## src/rtl/ehpc_ram.sv

```systemverilog
// generic single-port-write, single-port-read ram with registered read
`default_nettype none

module ehpc_ram #(
    parameter int WIDTH = 8,
    parameter int DEPTH = 256
) (
    input  wire logic                     clk,
    input  wire logic                     we,
    input  wire logic [$clog2(DEPTH)-1:0] waddr,
    input  wire logic [WIDTH-1:0]         wdata,
    input  wire logic                     re,
    input  wire logic [$clog2(DEPTH)-1:0] raddr,
    output logic      [WIDTH-1:0]         rdata
);

    logic [WIDTH-1:0] mem [DEPTH];

    always_ff @(posedge clk) begin
        if (we) begin
            mem[waddr] <= wdata;
        end
        if (re) begin
            rdata <= mem[raddr];
        end
    end

endmodule

`default_nettype wire

```

## config.mk

```make
export PLATFORM = sky130hd
export DESIGN_NAME = ehpc_ram
export DESIGN_NICKNAME = d
export VERILOG_FILES = /design/src/rtl/ehpc_ram.sv
export SDC_FILE = /design/constraint.sdc
export NUM_CORES = 2
export LEC_CHECK = 0
export BUFFER_PORTS_ARGS = -buffer_cell sky130_fd_sc_hd__buf_2
export CAP_MARGIN = 15
export CORE_ASPECT_RATIO = 1.25
export CORE_MARGIN = 3
export CORE_UTILIZATION = 60
export CTS_BUF_LIST = sky130_fd_sc_hd__clkbuf_16
export DETAILED_ROUTE_END_ITERATION = 8
export PLACE_DENSITY = 0.76
export SLEW_MARGIN = 40
export SYNTH_ARGS = -nofsm -noshare
export SYNTH_HDL_FRONTEND = slang
export SYNTH_SLANG_ARGS = --single-unit
```

## constraint.sdc

```tcl
create_clock -name clk -period 6.4 [get_ports clk]
set_input_delay 0.64 -clock clk [delete_from_list [all_inputs] [get_ports clk]]
set_output_delay 0.64 -clock clk [all_outputs]
set_load 0.02 [all_outputs]
```

Word-level counts from Yosys, hierarchy flattened --
Memory sizes are Yosys's and may differ from the RTL's. A register that Yosys moved wholly into a read port is not among the register bits. Index checks and enable logic that the tools add are counted.
Word-level totals: word-level logic and storage cells 3, memory bits (writable) 2048, memories kept 1, output and inout bits 8, register bits after elaboration 0
Operators by class: muxes and demuxes 2
Memory list:
- mem | words 256, width 8, read ports 1, clocked after Yosys merged registers in 1, write ports 1, line 17 | logic [WIDTH-1:0] mem [DEPTH];
Operators by type and width (count):
- $mux 1 | 2

Logic depth before layout (Yosys ltp) --
word-level depth 2, depth in mapped cells 11, mapped depth without buffers 6

Worst setup path before layout --
No wires, ideal clock.
path type in2reg, from input port raddr[0], to register rdata[2] (read register of mem) (data pin), stages 9, arrival 2.447 ns, required time 6.131 ns, slack 3.684 ns, path buffers 4, path through buf_6 -> buf_12 -> buf_8 -> buf_2 -> mux4_2 -> a22oi_1 -> a21oi_1 -> nor4_1 -> nor4_2
RTL lines:
- start: declaration | line 13 | input wire logic [$clog2(DEPTH)-1:0] raddr,
- end: declaration | line 14 | output logic [WIDTH-1:0] rdata

==> out/qor.txt <==
post-DR vias/cell -> 6.94
fmax -> 0.278 GHz
ys async rst share -> 0%
Worst VDD drop -> 271 uV
Post-CTS Resized -> 0
required time of the worst setup path -> 7.02 ns
post-route setup TNS -> 0 ns
ys flop type -> edfxtp_1
wire per inst -> 33.9 um
status -> completed
share of the synthesized area in the top cell type -> 77.5%
crit path capture type -> flip-flop
Slowest-stage cell, CP -> nor2b_2
remaining antenna violation count -> 0
Core ar. -> 131000 um^2
share of layout cells above drive strength 1 -> 24.9%
Seq/Total Area, Yosys -> 77.5%
post-CTS setup buffers -> 0
period utilization -> 56.3%
CTS tree -> built
Worst Path Arrival -> 4.22 ns
worst-path maximum fanout -> 24
list of most frequent post-synthesis cells -> edfxtp_1, mux4_2, nor2_1
CP dominant cell by count -> buf_4
final setup vio count -> 0
Logic pwr share -> 4.9%
Clock Tree Buf Depth -> 3
DRT iter0 DRCs -> 6243
RSZ-0062 raised after global routing -> no
root buffer cell -> clkbuf_16
vias in the first global route -> 40000
critical path's top delay family -> buffers and inverters
power per standard cell area -> 307 nW/um^2
overflow left after global routing -> 0
Clock Sink Count -> 2056
via count -> 39500
PortBufs -> 34
clock skew -> 0.0292 ns
DRC violations left -> 0
fin. max-slew vios -> 0
minimum clock period -> 3.60 ns
Skew-Pair Late Insertion Delay -> 0.82 ns
DR pass1 iterations -> 6
gp weighted congestion -> 0.867
# rows -> 148
Max H-tree Level -> 4
Slew @ Worst Pin -> 0.877 ns
WS Path Type -> in2reg
hold_sp -> wdata[7]
Pwr Total -> 27.0 mW
final core occ -> 67.2%
Layout area overhead -> 10.4%
initial antenna violation count -> 10
leakage -> 27.0 nW
post-synth top area cell -> edfxtp_1
post-synth cell types -> 54
nets -> 3839
I/O Pins -> 35
clock slew at reported path FFs -> 0.07 ns
HP Class -> in2reg
Num CTS Buffers -> 183
die extent in y -> 413 um
Initial Util -> 60.8%
Detailed Place HPWL -> 112000 um
sequential power share -> 55.1%
post-synth net total -> 3760
Die W -> 332 um
hold-fix buffers at CTS -> 0
Cells after Synth -> 3733
Mean Syn Cell Area -> 21.3 um^2
largest net degree at the start of global routing -> 170
Max Cap Viol -> 0
Synth warnings -> 0
R2R depth -> 6
Pint -> 21.3 mW
Critical Path Source -> raddr[4]
Global Route Usage Sum -> 28.5%
CP startpoint kind -> primary input
worst hold stages -> 1
Net Sw Frac -> 20.9%
Post-synth EDFFs -> 2056
Psw -> 5.65 mW
FF-to-FF Start -> mem[208][3]
worst-path cell chain -> buf_2, buf_4, nor2b_2, buf_4, a22o_1, a221oi_1, o32ai_1, nor3_1, nor4_1
first-pass GRT wire length -> 282000 um
top post-synthesis cells by area -> edfxtp_1, mux4_2, mux2i_1
Clk network pwr share -> 40.0%
Hold Vio Cnt, Final -> 0
Slew headroom -> 41.3%
WL final -> 193000 um
FF+latch count, synth -> 2056
die area -> 137000 um^2
worst path bufs/invs -> 3
post-synthesis cell area -> 79600 um^2
CP Depth -> 9
CP peak stage delay -> 0.75 ns
most frequent cell after synthesis -> edfxtp_1
-- final timing paths --
check          endpoint  slack [ns]
max            rdata[3]        2.80
min reg2reg    rdata[5]        1.14
min          mem[86][7]        0.20
max reg2reg    rdata[3]        3.50
-- registers in the layout, indices dropped and copies added (netlist names) --
register / cells
mem: 2048
rdata: 8
-- per-layer routing --
layer,global-route usage (%),routed length (um),vias to the layer above
met5,0,64,-
li1,-,-,15900
met1,38.6,67500,20400
met2,45.4,95100,2694
met3,6.44,21600,456
met4,12.3,8540,10
-- cell usage in the layout (no fill, tap or decap), drive strengths merged, types with 10 or more instances in the layout --
cell    synthesis  routed
nor3           22      22
nor4           27      27
clkbuf        111     196
o21ai          12      12
nand2          33      33
clkinv          1      76
o211ai         10      10
edfxtp       2056    2056
nor2          282     282
inv             1      48
mux4          456     456
buf           122     121
o22ai          28      28
o221ai         47      47
bufinv          0      17
a21oi          96      96
a22oi         133     133
a221oi         14      14
nand3          34      34
nand4          10      10
mux2i         134     134
nor2b          31      31
a211oi         16      16
-- power groups by stage --
| stage | Combinational (mW) | Clock, mW | Sequential, mW |
|---|---|---|---|
| 6_report | 1.33 | 10.8 | 14.9 |
| 3_3_place_gp | 1.25 | 0 | 15.2 |
| 4_1_cts | 1.30 | 10.8 | 14.9 |
| 3_5_place_dp | 1.29 | 0 | 15.2 |
| 5_1_grt | 1.39 | 11.4 | 14.9 |
| 2_1_floorplan | 0.721 | 0 | 15.2 |
-- cell families after synthesis --
group                  synth area share, %
flip-flops                            77.5
multiplexers                          14.6
AND/OR/NAND/NOR                       2.63
AO/OA/AOI/OAI                         3.42
buffers and inverters                 1.83
-- worst register-to-register path, delay by kind of cell (launching register included) --
family,cells,cell delay (ns)
DFF,1,0.40
and+or+nand+nor,2,0.69
AOI/OAI and AO/OA,3,1.06
muxes,1,0.47
-- stage by stage --
step	setup slack [ns]	instance area, um^2	instances	hold WS [ns]
after global placement	1.46	81400	5337	1.07
after detailed placement	2.08	81700	5347	1.13
final	2.80	87900	5689	0.204
after CTS	2.91	87600	5679	0.268
after global routing	2.78	87900	5685	0.185
after floorplan	3.68	79600	3733	0.739
-- layout make-up --
class / count / area (um^2)
diodes: 5 / 12.5
multi-input cells: 1442 / 16900
fillers: 7745 / 43000
inverters: 2 / 7.51
flip-flops and latches: 2056 / 61700
repair buffers: 127 / 1300
clock inverters: 142 / 1090
clock buffers: 190 / 4750
well taps: 1725 / 2160
Power figures use the tool's default switching activity.
